--- config.mk ---
export PLATFORM = sky130hd
export DESIGN_NAME = s128e_pad_flat
export DESIGN_NICKNAME = d
export VERILOG_FILES = /design/src/s128e_pkg.sv /design/src/s128e_if.sv /design/src/s128e_pad.sv /design/src/flat_wrapper.sv
export SDC_FILE = /design/constraint.sdc
export NUM_CORES = 1
export LEC_CHECK = 0
export ABC_AREA = 1
export ABC_CLOCK_PERIOD_IN_PS = 1400
export BUFFER_PORTS_ARGS = -buffer_cell sky130_fd_sc_hd__buf_2
export CORE_AREA = 2 2 121 123
export DETAILED_ROUTE_END_ITERATION = 7
export DIE_AREA = 0 0 123 125
export MAX_ROUTING_LAYER = met4
export PLACE_DENSITY = 0.76
export RECOVER_POWER = 25
export SKIP_LAST_GASP = 1
export SYNTH_ARGS = -nofsm -noshare
export SYNTH_HDL_FRONTEND = slang
export SYNTH_SLANG_ARGS = --single-unit
--- constraint.sdc ---
create_clock -name clk -period 1.4 [get_ports clk]
set_clock_uncertainty 0.15 [all_clocks]
set_input_delay 0.07 -clock clk [delete_from_list [all_inputs] [get_ports clk]]
set_output_delay 0.07 -clock clk [all_outputs]
set_load 0.005 [all_outputs]
--- src/s128e_pkg.sv ---
`timescale 1ns / 1ps
// ---------------------------------------------------------------------------
// s128e_pkg
// Shared constants, types and round functions of the SIMON128/256 encryptor.
// ---------------------------------------------------------------------------
package s128e_pkg;

    localparam int ROUND_COUNT = 72;
    localparam int RK_IDX_W    = $clog2(ROUND_COUNT);
    localparam int WORD_W      = 64;
    localparam int CFG_INDEX_W = 8;
    localparam int KEY_WORDS   = 4;

    localparam logic [WORD_W-1:0]   Z_SEQ       = 64'h3dc94c3a046d678b;
    localparam logic [WORD_W-1:0]   C_CONST     = 64'hfffffffffffffffc;
    localparam logic [RK_IDX_W-1:0] Z_LEN       = RK_IDX_W'(62);
    localparam logic [4:0]          BLOCK_BYTES = 5'd16;
    localparam logic [WORD_W-1:0]   PAD_WORD    = 64'h1010101010101010;

    typedef enum logic [CFG_INDEX_W-1:0] {
        REG_KEY_WORD_0 = 8'd0,
        REG_KEY_WORD_1 = 8'd1,
        REG_KEY_WORD_2 = 8'd2,
        REG_KEY_WORD_3 = 8'd3
    } cfg_reg_t;

    // one pipeline slot: valid flag, left word, right word and the last flag
    typedef struct packed {
        logic              valid;
        logic [WORD_W-1:0] l;
        logic [WORD_W-1:0] r;
        logic              last;
    } s128e_stage_t;

    function automatic logic [WORD_W-1:0] rol64(input logic [WORD_W-1:0] x,
                                                input int unsigned n);
        rol64 = (x << n) | (x >> (WORD_W - n));
    endfunction

    function automatic logic [WORD_W-1:0] ror64(input logic [WORD_W-1:0] x,
                                                input int unsigned n);
        ror64 = (x >> n) | (x << (WORD_W - n));
    endfunction

    function automatic logic [WORD_W-1:0] simon_f(input logic [WORD_W-1:0] x);
        simon_f = (rol64(x, 1) & rol64(x, 8)) ^ rol64(x, 2);
    endfunction

    // bit of the z sequence for schedule step i, period 62
    function automatic logic z_bit(input logic [RK_IDX_W-1:0] i);
        logic [RK_IDX_W-1:0] j;
        j = (i >= Z_LEN) ? (i - Z_LEN) : i;
        z_bit = Z_SEQ[j[5:0]];
    endfunction

    function automatic logic [WORD_W-1:0] key_step(input logic [WORD_W-1:0] w0,
                                                   input logic [WORD_W-1:0] w1,
                                                   input logic [WORD_W-1:0] w3,
                                                   input logic              zb);
        logic [WORD_W-1:0] t;
        t = w1 ^ ror64(w3, 3);
        key_step = w0 ^ (C_CONST | {{(WORD_W-1){1'b0}}, zb}) ^ t ^ ror64(t, 1);
    endfunction

endpackage

--- src/s128e_if.sv ---
`timescale 1ns / 1ps
// ---------------------------------------------------------------------------
// s128e_blk_if / s128e_ct_if
// Request channels for plaintext blocks and ciphertext blocks.
// ---------------------------------------------------------------------------
interface s128e_blk_if;
    logic        valid;
    logic        ready;
    logic [63:0] block_low;
    logic [63:0] block_high;
    logic [4:0]  valid_bytes;
    logic        last_block;

    modport source (output valid, block_low, block_high, valid_bytes, last_block,
                    input ready);
    modport sink (input valid, block_low, block_high, valid_bytes, last_block,
                  output ready);
endinterface


--- src/s128e_pad.sv ---
`timescale 1ns / 1ps
// ---------------------------------------------------------------------------
// s128e_pad
// Entry stage: PKCS#7 padding of the final block and the extra pad block.
// ---------------------------------------------------------------------------
module s128e_pad import s128e_pkg::*;
(
    input  logic          clk,
    input  logic          rst_n,
    input  logic          en,
    input  logic          key_ready,
    s128e_blk_if.sink     plain,
    output s128e_stage_t  q
);

    logic              valid_reg, valid_next;
    logic              extra_reg, extra_next;
    logic [WORD_W-1:0] l_reg, r_reg, l_next, r_next;
    logic              last_reg, last_next;
    logic              take;
    logic [4:0]        vc;
    logic [7:0]        pad_byte;
    logic [127:0]      blk;
    logic              is_full;

    assign plain.ready = en && !extra_reg && key_ready;
    assign take        = plain.ready && plain.valid;

    always_comb
    begin
        vc       = (plain.valid_bytes > BLOCK_BYTES) ? BLOCK_BYTES : plain.valid_bytes;
        pad_byte = {3'b000, 5'(BLOCK_BYTES - vc)};
        blk      = {plain.block_high, plain.block_low};
        for (int j = 0; j < 16; j++)
        begin
            if (plain.last_block && (5'(j) >= vc))
            begin
                blk[j*8 +: 8] = pad_byte;
            end
        end
        is_full = plain.last_block && (vc == BLOCK_BYTES);

        valid_next = valid_reg;
        extra_next = extra_reg;
        l_next     = l_reg;
        r_next     = r_reg;
        last_next  = last_reg;
        if (en)
        begin
            valid_next = extra_reg || take;
            extra_next = !extra_reg && take && is_full;
            if (extra_reg)
            begin
                // block made only of padding after a full final block
                l_next    = PAD_WORD;
                r_next    = PAD_WORD;
                last_next = 1'b1;
            end
            else
            begin
                l_next    = blk[63:0];
                r_next    = blk[127:64];
                last_next = plain.last_block && !is_full;
            end
        end
    end

    always_ff @(posedge clk or negedge rst_n)
    begin
        if (!rst_n)
        begin
            valid_reg <= 1'b0;
            extra_reg <= 1'b0;
        end
        else
        begin
            valid_reg <= valid_next;
            extra_reg <= extra_next;
        end
    end

    always_ff @(posedge clk)
    begin
        l_reg    <= l_next;
        r_reg    <= r_next;
        last_reg <= last_next;
    end

    assign q.valid = valid_reg;
    assign q.l     = l_reg;
    assign q.r     = r_reg;
    assign q.last  = last_reg;

    a_extra_holds_input: assert property (@(posedge clk) disable iff (!rst_n)
        extra_reg |-> !plain.ready)
        else $error("request taken while pad block pending");

    a_extra_emitted: assert property (@(posedge clk) disable iff (!rst_n)
        (extra_reg && en) |=> (valid_reg && last_reg && !extra_reg))
        else $error("pad block not issued as final block");

endmodule

--- src/flat_wrapper.sv ---
// flat-port wrapper written by rule: the top's interface ports become plain ports
module s128e_pad_flat import s128e_pkg::*;
  (clk, rst_n, en, key_ready, q, plain_valid, plain_block_low, plain_block_high, plain_valid_bytes, plain_last_block, plain_ready);
  s128e_blk_if plain_i ();
  input  logic clk;
  input  logic rst_n;
  input  logic en;
  input  logic key_ready;
  output s128e_stage_t q;
  input wire logic [$bits(plain_i.valid)-1:0] plain_valid;
  input wire logic [$bits(plain_i.block_low)-1:0] plain_block_low;
  input wire logic [$bits(plain_i.block_high)-1:0] plain_block_high;
  input wire logic [$bits(plain_i.valid_bytes)-1:0] plain_valid_bytes;
  input wire logic [$bits(plain_i.last_block)-1:0] plain_last_block;
  output wire logic [$bits(plain_i.ready)-1:0] plain_ready;
  assign plain_i.valid = plain_valid;
  assign plain_i.block_low = plain_block_low;
  assign plain_i.block_high = plain_block_high;
  assign plain_i.valid_bytes = plain_valid_bytes;
  assign plain_i.last_block = plain_last_block;
  assign plain_ready = plain_i.ready;
  s128e_pad u_core (.clk(clk), .rst_n(rst_n), .en(en), .key_ready(key_ready), .plain(plain_i), .q(q));
endmodule
* Yosys cells after proc, flatten, opt, wreduce, memory -nomap -nowiden
Cells that the tools add are included.
** Word-level totals
- Flip-flop bits (word level) :: 131
- Logic and storage cells :: 99
- Input bits :: 139
** Cells by class
- Reductions and logical operators :: 42
- Mux-type cells :: 17
- Equality and inequality tests :: 1
- $add $sub $neg :: 1
- Magnitude comparators :: 17
** Operator list (count)
- $mux 5 :: 17
- $ge 4x5->1 const A :: 8
- $reduce_or 2->1 :: 16
- $logic_and 1x1->1 :: 23
- $ge 3x5->1 const A :: 4
- $ge 1x5->1 const A :: 2
- $ge 2x5->1 const A :: 2
- $eq 5x5->1 const B :: 1
- $gt 5x5->1 const B :: 1
- $sub 5x5->5 const A :: 1
- $logic_not 1->1 :: 2
- $logic_or 1x1->1 :: 1

* Depth between registers and ports, before layout
Gate-level depths: netlist of run 1.
- Word-level depth :: 6
- Depth in mapped cells :: 13
- Gate-level depth less buffers :: 12

* Least setup slack after synthesis of run 1
OpenSTA, ideal clock, no wires.
- Path type :: input-to-reg
- Start point :: in plain_valid_bytes[3]
- End point :: reg u_core.r_reg[44], data pin
- Required time :: 995 ps
- Arrival :: 1468 ps
- Stages :: 13
- Slack :: -473 ps
- Library setup time :: 255 ps
- Cells stage by stage :: buf_4 -> nor2_1 -> nand2_1 -> nand2_1 -> nand2_1 -> nand3_1 -> inv_1 -> ha_1 -> inv_1 -> nor2_1 -> inv_1 -> o21ai_0 -> inv_1
** On the way
- Word-level cells in the longest chain between the ends :: 5
- Elaborated cells between the ends (all ways) :: 6
** Ends and longest elaborated chain
- from (decl) :: line flat_wrapper.sv:13 : input wire logic [$bits(plain_i.valid_bytes)-1:0] plain_valid_bytes;
- $gt 5x5->1 :: line s128e_pad.sv:31 : vc = (plain.valid_bytes > BLOCK_BYTES) ? BLOCK_BYTES : plain.valid_bytes;
- $mux 5 * :: line s128e_pad.sv:31
- $ge 4x5->1 :: line s128e_pad.sv:36 : if (plain.last_block && (5'(j) >= vc))
- $logic_and 1x1->1 :: line s128e_pad.sv:36
- $mux 5 * :: line s128e_pad.sv:36
- to (signal assigned) :: line s128e_pad.sv:85 : r_reg <= r_next;
- to (decl) :: line s128e_pad.sv:18 : logic [WORD_W-1:0] l_reg, r_reg, l_next, r_next;
Every way passes the cells marked *; elsewhere a longest branch is shown, timed or not.
A chain may end at the register's enable or synchronous reset.

* Final worst setup path of run 1
- Start point :: reg u_core.extra_reg
- End point :: out plain_ready
** On the way
- Word-level cells in the longest chain between the ends :: 3
** Ends and longest elaborated chain
- from (decl) :: line s128e_pad.sv:17 : logic extra_reg, extra_next;
- from (signal assigned) :: line s128e_pad.sv:78 : extra_reg <= extra_next;
- $logic_not 1->1 :: line s128e_pad.sv:26 : assign plain.ready = en && !extra_reg && key_ready;
- $logic_and 1x1->1 (2 in series) :: line s128e_pad.sv:26
- to (decl) :: line flat_wrapper.sv:15 : output wire logic [$bits(plain_i.ready)-1:0] plain_ready;
No other way between the ends.

==> results of run 1 <==
==> logic make-up after synthesis <==
family	Yosys count
AO/OA/AOI/OAI	83
flip-flops	131
buffers and inverters	106
AND/OR/NAND/NOR	253
adder cells (fa/ha/maj)	4
==> routing by layer <==
layer	routed length [um]	vias up	GRT usage (%)
met3	1730	76	6.61
li1	-	2934	-
met4	1010	0	14.0
met5	0	-	-
met2	11700	332	50.3
met1	8570	2945	33.7
==> cell usage in the layout, fill, tap and decap left out, drive strengths merged <==
cell type,n
o21a,1
nand3b,3
a21oi,36
and3,1
diode,2
clkbuf,39
clkinvlp,2
edfxtp,129
buf,346
a31oi,1
o211ai,3
inv,91
nand4,1
bufinv,1
o21ai,40
dlygate4sd3,143
ha,4
nand3,22
o21bai,1
clkinv,10
nand2,105
o22ai,1
nor2,121
dfrtp,2
==> worst max-delay path: cells and delay by family (launching register included) <==
kind,cells,cell delay [ns]
DFF,1,0.44
buffers and inverters,3,0.31
and+or+nand+nor,1,0.18
==> layout make-up <==
cell class / count / area share (%)
Antenna cell: 2 / 0.0474
Timing Repair Buffer: 509 / 34.1
Multi-Input combinational cell: 340 / 18.1
Tap cell: 184 / 2.18
Clock buffer: 19 / 4.10
Clock inverter: 13 / 0.889
Inverter: 91 / 3.33
Sequential cell: 131 / 37.2
==> metrics by stage <==
step                TNS, ns  area [sq um]  setup WS (ns)  std cells  utilization [%]
finish                -1.93         10600         -0.161       1289             74.3
detailed placement   -28.45          8160         -0.478       1102             57.4
CTS                  -0.871         10300         -0.142       1283             72.4
floorplan             -5.52          5940         -0.318        577                -
global route          -3.53         10600         -0.190       1289             74.3
global placement     -24.05          8160         -0.441       1102             57.4
==> final timing paths <==
| check | slack [ns] | endpoint | startpoint | depth (start not counted) |
|---|---|---|---|---|
| worst max-delay path | -0.16 | plain_ready | u_core.extra_reg$_DFFE_PN0P_ | 4 |
| worst min-delay path | 0.06 | u_core.l_reg[0]$_SDFFCE_PP0P_ | plain_valid_bytes[0] | 4 |
| worst max register to register | -0.10 | u_core.r_reg[44]$_SDFFCE_PP1P_ | u_core.extra_reg$_DFFE_PN0P_ | 6 |
| worst min register to register | 0.45 | u_core.valid_reg$_DFFE_PN0P_ | u_core.valid_reg$_DFFE_PN0P_ | 2 |
| max in group asynchronous | 0.56 | u_core.extra_reg$_DFFE_PN0P_ | rst_n | 3 |
| min in group asynchronous | 0.38 | u_core.extra_reg$_DFFE_PN0P_ | rst_n | 3 |
==> power groups by stage <==
stage,Combinational [mW],Sequential (mW),Clock [mW]
finish,1.99,4.75,4.03
floorplan,0.498,4.86,0
detailed placement,1.47,4.82,0
CTS,1.85,4.74,4.02
global placement,1.44,4.80,0
global route,2.15,4.77,4.23
==> repair_timing <==
action / 4_1_cts / 5_1_grt
resized for setup: 41 / 75
pin swaps: 5 / 11
buffers inserted: 6 / 5
setup endpoints to repair: 61 / 72
gates cloned: 0 / 1
endpoints found under the hold margin: 147 / 0
hold buffers: 143 / 0
==> impl.org, run 1 <==
** Yosys
- Synthesized area per cell :: 10.2 sq um
- Of the total synthesized cell area, the portion taken by XOR and XNOR cells is 0%.
- After synthesis, the largest area contributor takes up approximately two thirds of total cell area.
- Number of warnings issued by yosys :: 0
- Sequential-to-total area share from yosys stat :: 66.6%
- The synthesized netlist devotes 7.37% of its cell area to compound gates.
- Counting flops with an async set or reset pin after synthesis yields a share of 1.53%.
- Cell area after synthesis :: 0.00589 sq mm
- Adder-cell share of the synthesized area :: 0.849%
- Counting every instance in the synthesized netlist gives 577.
- The number of nets handed over by synthesis was a little over 700.
- Most used standard cell by instance count after synthesis :: sky130_fd_sc_hd__edfxtp_1
- Of the post-synthesis cell area, the part taken by muxes is 0%.
- Yosys top cell by area :: sky130_fd_sc_hd__edfxtp_1
- Synthesis instantiated 30 different standard cells from the library.
- Most used standard cells in the synthesized netlist :: sky130_fd_sc_hd__edfxtp_1 (129), sky130_fd_sc_hd__nor2_1 (113), sky130_fd_sc_hd__nand2_1 (95), sky130_fd_sc_hd__inv_1 (87), sky130_fd_sc_hd__a21oi_1 (36)
- Combinational family with the most area after synthesis :: simple AND/OR/NAND/NOR gates
- In the post-synthesis netlist, the biggest area contributors are sky130_fd_sc_hd__edfxtp_1 (66%), sky130_fd_sc_hd__nor2_1 (7.2%), sky130_fd_sc_hd__nand2_1 (6.1%), sky130_fd_sc_hd__inv_1 (5.5%), sky130_fd_sc_hd__a21oi_1 (3.1%).
- The most used flip-flop cell after synthesis is sky130_fd_sc_hd__edfxtp_1.
- Of the total synthesized cell area, the portion taken by AND, OR, NAND and NOR gates is a little under a fifth.
- Number of flops mapped to enable cells by yosys :: about 130
- Synthesized flop and latch total :: 131

** Min path
- In this run the worst hold path is classified as primary input to flip-flop.

** Drt
- Wires add up to 23000 um.
- Count of vias placed by the detailed router :: between 6k and 7k
- After detailed routing, the average wire length per cell comes to between 15 and 20 um.
- First-pass iteration count of the detailed router :: 5
- Post-DRT Antenna Nets :: 0
- In the routed layout, each cell is associated on average with a via count of between 4 and 5.
- After the first detailed-routing iteration, the DRC count stood at 470.
- In the routed design, unresolved DRC markers number 0.

** STA
- After layout, the minimum clock period comes to roughly 1.6 ns.
- RSZ-0062 raised after global routing :: true
- Based on the critical path, the design can be clocked at up to 641 MHz.
- Setup violations remaining at the end of the flow were counted as 33.
- Final worst-path setup slack :: -0.161 ns
- Transition time at the pin with the least slew margin :: 0.722 ns
- Endpoints failing hold :: 0
- The worst pin sits at a relative slew slack of approximately 52%.
- The final number of max-transition violations was 0.
- Final hold slack :: between 0.06 and 0.07 ns
- The final critical path takes up 111% of the cycle.

** Global route
- Total routing usage reported by global routing :: 29.9%
- The number of antenna violations at the first check in global routing came to 2.
- Largest net degree at the start of global routing :: 33
- Global-route wire length before repair :: around 33000 um
- After global routing the overflow that remains totals 0.
- Number of global-route vias before repair :: about 6.5k

** Floorplan
- Height of the die :: roughly 130 um
- 270 I/O pins were placed.
- Area enclosed by the die boundary :: roughly 0.015 sq mm
- Placeable core region :: 0.0142 sq mm
- Measured along the x axis, the die boundary spans approximately 120 um.
- Starting utilization of the core area :: between 40% and 50%
- Number of core rows :: 44

** Status
- Violated checks :: setup timing
- Run status :: finished with violations

** Placement
- Final HPWL from detailed placement :: 14300 um
- At the end of routability-driven placement, the weighted congestion stood at 0.932.
- Count of port buffers added during placement :: 269

** Clock tree
- Post-CTS clock slew at the launch and capture registers of the worst setup and hold paths :: 0.06 ns
- The H-tree was split into 4 levels.
- Buffers inserted during clock tree synthesis total 17.
- TritonCTS clock tree :: done
- In this run the deepest clock path goes through 2 buffers.
- The cell sitting at the root of the clock tree is a sky130_fd_sc_hd__clkbuf_16.
- Later-pin clock latency in the skew report :: 0.42 ns
- Clock Sink Count :: 131

** Cells and area
- For this run, the post-layout net count is roughly 1.2k.
- After filler insertion, the fill cell instance count of the layout stands at 973.
- The multi-input combinational cells in the finished layout cover a total of 0.00191 sq mm.
- Compared with the post-synthesis result, the final layout area differs by 79.1%.
- Storage element area :: 0.00393 sq mm
- Of the cells placed in the final design, the portion with a size suffix greater than 1 is 42.6%.

** Setup path
- Worst-path cell with the longest stage delay :: sky130_fd_sc_hd__dfrtp_2
- CP Launch Type :: flip-flop
- Data arrives at the worst endpoint at 1.34 ns.
- Cell Chain, Critical Path :: inv_4 > buf_12 > and3_4 > buf_6
- CP required :: between 1 and 1.5 ns
- Worst Path Max Fanout :: 5
- The critical path is of the flip-flop to output port type.
- Critical path endpoint category :: output port
- For this run, the slowest stage of the critical path takes 0.44 ns.

** Power
- In this run switching power makes up 25.3% of total power.
- Leakage component of the power :: 5.01 nW
- The worst-case IR drop observed on VDD is 0.000624 V.
- In this run the power density over the cells is 1020 mW/mm^2.
- Int Pwr :: between 8 and 9 mW
- Net load switching power :: 2.72 mW
- Overall power consumption after layout is estimated at between 10 and 15 mW.
- Combinational Power Share :: between 15 and 20%
- Of the total power, registers draw 44.1%.
- Power share of the clock group :: a little under two fifths

** Job
- Across the run, the number of max-cap violations was 0.
Note: power is estimated with default switching activity, not from simulation.
==> run 2: changes to the inputs <==
--- a/config.mk
+++ b/config.mk
@@ -7,12 +7,13 @@
 export LEC_CHECK = 0
 export ABC_AREA = 1
 export ABC_CLOCK_PERIOD_IN_PS = 1400
-export BUFFER_PORTS_ARGS = -buffer_cell sky130_fd_sc_hd__buf_2
-export CORE_AREA = 2 2 121 123
+export CAP_MARGIN = 20
+export CORE_AREA = 2 2 105 107
 export DETAILED_ROUTE_END_ITERATION = 7
-export DIE_AREA = 0 0 123 125
+export DIE_AREA = 0 0 107 109
+export DONT_BUFFER_PORTS = 1
 export MAX_ROUTING_LAYER = met4
-export PLACE_DENSITY = 0.76
+export PLACE_DENSITY = 0.74
 export RECOVER_POWER = 25
 export SKIP_LAST_GASP = 1
 export SYNTH_ARGS = -nofsm -noshare
==> impl.org, run 2 <==
** Status
- The flow did not finish.
- Failing step :: clock tree synthesis
- The first error in the log reads "[ERROR RSZ-0060] Max buffer count reached".

** Placement
- The placer's final routability congestion estimate came to 0.913 (-2.0%).
- The detailed placement HPWL came to 12300 um (-14%).
- Post-Place Cells :: 775 (-30%)
- Count of port buffers added during placement :: 0 (-100%)

** Yosys
- The synthesized flop and latch total was 131 (unchanged).
- Synth Instances :: 577 (unchanged)
- Yosys attributes the largest share of cell area to sky130_fd_sc_hd__edfxtp_1 (66%), sky130_fd_sc_hd__nor2_1 (7.2%), sky130_fd_sc_hd__nand2_1 (6.1%), sky130_fd_sc_hd__inv_1 (5.5%), sky130_fd_sc_hd__a21oi_1 (3.1%).
- Number of different library cells in the post-synthesis netlist :: 30 (unchanged)
- The share of flip-flops with an asynchronous set or reset after synthesis is 1.53% (unchanged).
- Most used standard cell by instance count after synthesis :: sky130_fd_sc_hd__edfxtp_1
- Sequential-to-total area share from yosys stat :: 66.6% (unchanged)
- The synthesized area divided by synthesized cell count came to 10.2 sq um (unchanged).
- Sorting the synthesized cells by how often they occur yields sky130_fd_sc_hd__edfxtp_1 (129), sky130_fd_sc_hd__nor2_1 (113), sky130_fd_sc_hd__nand2_1 (95), sky130_fd_sc_hd__inv_1 (87), sky130_fd_sc_hd__a21oi_1 (36).
- Total nets after synthesis :: 720 (unchanged)
- Number of flops mapped to enable cells by yosys :: 129 (unchanged)
- Number of warnings issued by yosys :: 0 (unchanged)
- Area share of the leading cell type in the synthesized netlist :: 65.7% (unchanged)
- The post-synth design cell area was 0.00589 sq mm (unchanged).
- Dominant register cell in the synthesized netlist :: sky130_fd_sc_hd__edfxtp_1
- Yosys top cell by area :: sky130_fd_sc_hd__edfxtp_1

** Floorplan
- The initial cell density of the core came to 55.6% (+14 points).
- The floorplan row count was 38 (-14%).
- Height of the die :: 109 um (-13%)
- The boundary pin count is 270 (unchanged).
- Die width :: 107 um (-13%)

** Clock tree
- The count of H-tree levels built during CTS was 4 (unchanged).
- Cell at the root of the clock tree :: sky130_fd_sc_hd__clkbuf_8
- Number of buffers created by CTS :: 17 (unchanged)
- The post-CTS setup buffer count came to 4 (-2).
- Clock Sink Count :: 131 (unchanged)
- Clock buffer depth :: 2 (unchanged)
- The cts-stage hold buffer count came to 163 (+14%).
- The total of cells resized after clock tree synthesis was 71 (+73%).
==> run 2: cell counts after synthesis <==
Identical to the previous run, type by type.
==> run 2: through the flow <==
| stage | TNS (ns) | hold WS [ns] | utilization (%) | cell area, sq um | setup WS, ns |
|---|---|---|---|---|---|
| 2_1_floorplan | -5.52 | -0.376 | - | 5940 | -0.318 |
| 3_3_place_gp | -10.61 | -0.376 | 62.1 | 6580 | -0.297 |
| 3_5_place_dp | -13.60 | -0.376 | 62.1 | 6580 | -0.292 |
==> run 2: logic make-up after synthesis <==
kind of cell,count (synthesis),synth area share [%]
AND/OR/NAND/NOR,253,18.1
adder cells (fa/ha/maj),4,0.849
buffers and inverters,106,7.09
AO/OA/AOI/OAI,83,7.37
flip-flops,131,66.6
==> run 3: changes to the inputs <==
--- a/config.mk
+++ b/config.mk
@@ -6,14 +6,13 @@
 export NUM_CORES = 1
 export LEC_CHECK = 0
 export ABC_AREA = 1
-export ABC_CLOCK_PERIOD_IN_PS = 1400
+export ABC_CLOCK_PERIOD_IN_PS = 1800
 export CAP_MARGIN = 20
-export CORE_AREA = 2 2 105 107
+export CORE_AREA = 2 2 125 127
 export DETAILED_ROUTE_END_ITERATION = 7
-export DIE_AREA = 0 0 107 109
+export DIE_AREA = 0 0 127 129
 export DONT_BUFFER_PORTS = 1
-export MAX_ROUTING_LAYER = met4
-export PLACE_DENSITY = 0.74
+export PLACE_DENSITY_LB_ADDON = 0.15
 export RECOVER_POWER = 25
 export SKIP_LAST_GASP = 1
 export SYNTH_ARGS = -nofsm -noshare
==> constraint.sdc (replaced) <==
create_clock -name clk -period 1.8 [get_ports clk]
set_clock_uncertainty 0.15 [all_clocks]
set_input_delay 0.09 -clock clk [delete_from_list [all_inputs] [get_ports clk]]
set_output_delay 0.09 -clock clk [all_outputs]
set_load 0.005 [all_outputs]
==> impl.org, run 3 (synthesis results as in run 1) <==
** Placement
- Weighted congestion reported at the end of routability-driven placement :: 0.863 (-5.5%)
- Worst slack at placement :: 0.0200 ns (+0.311 ns)
- The detailed placement HPWL is 12600 um (+2.5%).
- The number of buffers inserted by port buffering is 0 (unchanged).

** Drt
- Routed wirelength normalized by instance count :: 19.4 um
- For this block, the initial DRC count from the detailed router was about 370.
- Summed over all layers, the routed wires come to 18900 um.
- Post-DRT Antenna Nets :: 0
- Count of vias placed by the detailed router :: 4890
- First-pass iteration count of the detailed router :: 5
- After detailed routing, the number of remaining DRC violations is 0.
- After detailed routing, the number of vias per cell comes to 5.03.

** Setup path
- Worst Path Max Fanout :: 8
- Flop-to-flop setup slack :: 0.07 ns
- In this run the critical register-to-register path is captured at u_core.l_reg[17]$_SDFFCE_PP0P_.
- On the worst path, the slowest cell contributes a delay of 0.57 ns.
- Worst-path cell with the longest stage delay :: sky130_fd_sc_hd__dlygate4sd3_1
- Counting cells, the worst reg-to-reg path comes to 5.
- In this run the critical register-to-register path is launched from u_core.extra_reg$_DFFE_PN0P_.
- Crit Path Category :: primary input to flip-flop
- Cell Chain, Critical Path :: dlygate4sd3_1 > nor2_2 > nand2_1 > nand3_1 > dlygate4sd3_1 > o21ai_0
- At the worst endpoint, the required time is approximately 1.8 ns.
- In this design, the critical path's most frequently occurring cell is sky130_fd_sc_hd__dlygate4sd3_1.
- CP delay by family, top :: buffers and inverters
- CP Launch Type :: primary input
- Crit path buf inv count :: 2
- Critical path arrival :: 1.77 ns
- Stages on worst setup path :: 6
- Critical path endpoint category :: flip-flop

** STA
- The worst path in the final design needs a cycle of 1.75 ns, including I/O delays and setup.
- Transition time at the pin with the least slew margin :: 0.474 ns
- Setup violations remaining at the end of the flow were counted as 0.
- The final number of hold-violating endpoints is 132.
- Max Fclk :: 571 MHz
- Setup repair after global routing left no endpoint under its margin.
- The final number of max-transition violations was 0.
- Final hold analysis gives a worst-case slack of -0.349 ns.
- Final TNS setup :: 0 ns
- After layout, the worst setup slack is 0.0474 ns.
- Final critical-path share of the clock period :: 97.4%
- In this run the tightest slew margin relative to its limit is 68.4%.

** Power
- For this design the static power due to leakage is 3.70 nW.
- Int Pwr :: around 6 mW
- Sequential cells account for 47.4% of the total power.
- Of the total power, the clock network draws 41.9%.
- Net switching is 23.5% of the power.
- Power comes to 7.96 mW.
- The analysis attributes to net switching a power of approximately 1.9 mW.
- Combinational cells account for 10.7% of the total power.
- Areal power density over the cells :: ~940 mW/mm^2
- The worst-case IR drop observed on VDD is 0.000672 V.

** Clock tree
- Clock Sink Count :: 131 (unchanged)
- Hold buffer count at cts :: 157 (-3.7%)
- Post-CTS clock slew at the launch and capture registers of the worst setup and hold paths :: 0.06 ns
- Cell at the root of the clock tree :: sky130_fd_sc_hd__clkbuf_16
- H-tree depth reported by CTS :: 4 (unchanged)
- Clock buffer depth :: 2 (unchanged)
- TritonCTS clock tree :: done
- Number of buffers created by CTS :: 17 (unchanged)
- Later-pin clock latency in the skew report :: between 0.4 and 0.5 ns

** Cells and area
- The repair_antennas step left the layout with diodes totalling 0.
- The library cell used most frequently in the layout, excluding fill and tap cells, is sky130_fd_sc_hd__dlygate4sd3_1.
- In the layout the commonest cells are sky130_fd_sc_hd__dlygate4sd3_1 (157), sky130_fd_sc_hd__edfxtp_1 (129), sky130_fd_sc_hd__nor2_1 (112), sky130_fd_sc_hd__nand2_1 (95), sky130_fd_sc_hd__inv_1 (86).
- Counting the fill cells in the layout gives 1298.
- Share of the core filled with cells in the final layout :: 56.7%
- The net count of the finished layout is ~910.
- Relative to the synthesized area, the layout overhead comes to 44.2%.
- In the final layout, the share of cells above drive strength 1 is 11.4%.

** Status
- Run status :: finished with violations
- The final reports fail on hold timing.

** Min path
- The tightest min-delay check is of the primary input to flip-flop type.
- The worst hold path was traced through 0 stages.
- The worst hold path begins at en.
- Sink of the worst hold path :: u_core.r_reg[37]$_SDFFCE_PP0P_

** Job
- The tool flagged a number of max-cap violations equal to 0.

** Global route
- Largest net degree at the start of global routing :: 134
- The via count of the first global-routing pass came to 4848.
- Global-route wire length before repair :: 27400 um
- Overall overflow remaining after global route :: 0
- Total routing usage reported by global routing :: ~23%
- Number of antenna violations at the first check in global routing :: 0

** Floorplan
- The y dimension of the die came to 129 um (+18%).
- I/O pin cnt :: 270 (unchanged)
- The die covers 0.0164 sq mm.
- Die width :: 127 um (+19%)
- The initial cell density of the core came to 39.3% (-16 points).
- Placeable core region :: between 0.01 and 0.015 sq mm
- Number of core rows :: 45 (+18%)
-- run 3: worst max-delay path by stage --
| stage | start | endpoint | slack [ns] |
|---|---|---|---|
| floorplan | plain_valid_bytes[3] | u_core.r_reg[44]$_SDFFCE_PP1P_ | 0.02 |
| global placement | plain_valid_bytes[4] | u_core.l_reg[0]$_SDFFCE_PP0P_ | 0.05 |
| detailed placement | plain_valid_bytes[4] | u_core.r_reg[44]$_SDFFCE_PP1P_ | 0.02 |
| CTS | u_core.extra_reg$_DFFE_PN0P_ | u_core.l_reg[11]$_SDFFCE_PP0P_ | 0.02 |
| global route | plain_valid_bytes[3] | u_core.l_reg[3]$_SDFFCE_PP0P_ | 0.001 |
| finish | plain_valid_bytes[2] | u_core.l_reg[17]$_SDFFCE_PP0P_ | 0.05 |
-- run 3: area by class of cell --
type                       instances  area [sq um]  area share [%]
tap                              188           235            2.77
inverter                          91           344            4.05
clock inverter                    14           138            1.62
multi-input combinational        340          1570            18.4
sequential                       131          3920            46.2
timing repair buffer             190          1860            21.9
clock buffer                      18           429            5.05
-- run 3: stage by stage --
stage / instance area, sq um / hold slack, ns / instances
floorplan: 5910 / -0.356 / 577
global placement: 6320 / -0.356 / 781
detailed placement: 6320 / -0.356 / 781
CTS: 8460 / -0.379 / 970
global route: 8500 / -0.386 / 972
finish: 8500 / -0.349 / 972
-- run 3: layer usage --
| layer | global-route usage (%) | vias up | share of wire (%) |
|---|---|---|---|
| li1 | - | 2288 | - |
| met5 | 0 | - | 0 |
| met3 | 7.32 | 31 | 8.1 |
| met4 | 8.79 | 0 | 2.2 |
| met1 | 28.5 | 2327 | 41 |
| met2 | 36.5 | 244 | 49 |
-- run 3: repair_timing --
item | CTS | global route
endpoints found under the setup margin | 0 | 5
hold endpoints to repair | 262 | 131
gates resized for setup | 0 | 1
setup buffers | 0 | 1
-- run 3: power by group through the flow --
stage | logic (mW) | registers, mW | clock network, mW
floorplan | 0.380 | 3.78 | 0
global placement | 0.551 | 3.84 | 0
detailed placement | 0.561 | 3.83 | 0
CTS | 0.845 | 3.77 | 3.38
global route | 0.945 | 3.79 | 3.50
finish | 0.850 | 3.77 | 3.33
==> run 4: changes to the inputs <==
--- a/config.mk
+++ b/config.mk
@@ -8,10 +8,11 @@
 export ABC_AREA = 1
 export ABC_CLOCK_PERIOD_IN_PS = 1800
 export CAP_MARGIN = 20
-export CORE_AREA = 2 2 125 127
+export CORE_AREA = 2 2 106 108
 export DETAILED_ROUTE_END_ITERATION = 7
-export DIE_AREA = 0 0 127 129
+export DIE_AREA = 0 0 108 110
 export DONT_BUFFER_PORTS = 1
+export HOLD_SLACK_MARGIN = 0.08
 export PLACE_DENSITY_LB_ADDON = 0.15
 export RECOVER_POWER = 25
 export SKIP_LAST_GASP = 1
==> impl.org, run 4 <==
** Yosys
- The fraction of the mapped netlist area in adder cells was 0.849% (unchanged).
- The post-synth net total is 720 (unchanged).
- Cell area after synthesis :: 0.00589 sq mm (unchanged)
- The synthesized flop and latch total was 131 (unchanged).
- Most used standard cell by instance count after synthesis :: sky130_fd_sc_hd__edfxtp_1
- The synthesized area divided by synthesized cell count came to 10.2 sq um (unchanged).
- Number of flops mapped to enable cells by yosys :: 129 (unchanged)
- Yosys top cell by area :: sky130_fd_sc_hd__edfxtp_1
- The gate count after technology mapping came to 577 (unchanged).
- Area share of the leading cell type in the synthesized netlist :: 65.7% (unchanged)
- Multiplexer share of the synthesized area :: 0% (unchanged)
- Top cells by area in the synthesized netlist :: sky130_fd_sc_hd__edfxtp_1 (66%), sky130_fd_sc_hd__nor2_1 (7.2%), sky130_fd_sc_hd__nand2_1 (6.1%), sky130_fd_sc_hd__inv_1 (5.5%), sky130_fd_sc_hd__a21oi_1 (3.1%)
- By area, the combinational part of the netlist is dominated by simple AND/OR/NAND/NOR gates.
- The xor/xnor share of the synthesized area was 0% (unchanged).
- Dominant register cell in the synthesized netlist :: sky130_fd_sc_hd__edfxtp_1
- Share of the synthesized area in compound gates (AO/OA/AOI/OAI) :: 7.37% (unchanged)
- The share of flip-flops with an asynchronous set or reset after synthesis is 1.53% (unchanged).
- The number of warnings issued by yosys was 0 (unchanged).
- The basic-gate share of the synthesized area counting and, or, nand and nor cells was 18.1% (unchanged).
- Number of different library cells in the post-synthesis netlist :: 30 (unchanged)
- The part of the Yosys area used for sequential elements came to 66.6% (unchanged).
- In the synthesized netlist, the cells that appear most often are sky130_fd_sc_hd__edfxtp_1 (129), sky130_fd_sc_hd__nor2_1 (113), sky130_fd_sc_hd__nand2_1 (95), sky130_fd_sc_hd__inv_1 (87), sky130_fd_sc_hd__a21oi_1 (36).

** Clock tree
- Clock Sink Count :: 131 (unchanged)
- The cts-stage hold buffer count was 153 (-2.5%).
- CTS-repair resized insts :: 1 (+1)
- The count of H-tree levels built during CTS came to 4 (unchanged).
- Clock tree synthesis selected as its root buffer the cell sky130_fd_sc_hd__clkbuf_8.
- The number of buffers on the longest clock path came to 2 (unchanged).
- Number of buffers created by CTS :: 17 (unchanged)
- The post-CTS setup buffer count was 1 (+1).

** Floorplan
- Starting utilization of the core area :: 55.1% (+16 points)
- The floorplan row count is 38 (-16%).
- The horizontal extent of the die is 108 um (-15%).
- I/O pin cnt :: 270 (unchanged)
- Height of the die :: 110 um (-15%)

** Placement
- The placer's final routability congestion estimate is 0.979 (+13%).
- Post-Place Cells :: 726 (-7.0%)
- The number of buffers inserted by port buffering came to 0 (unchanged).
- Final HPWL from detailed placement :: 11900 um (-5.1%)

** Status
- Tool error :: [ERROR RSZ-0060] Max buffer count reached.
- Failing step :: clock tree synthesis
- Run status :: aborted with a tool error
[run 4: cell counts after synthesis]
No cell type changed its count.
[run 4: cells by family after synthesis]
kind of cell | Yosys count
compound gates | 83
fa+ha+maj | 4
flops | 131
buf+inv | 106
simple gates | 253
[run 4: stage by stage]
stage	instance area, sq um	util (%)	setup slack, ns
after floorplan	5910	-	0.0206
after global placement	6200	58.0	0.0546
after detailed placement	6200	58.0	0.0369
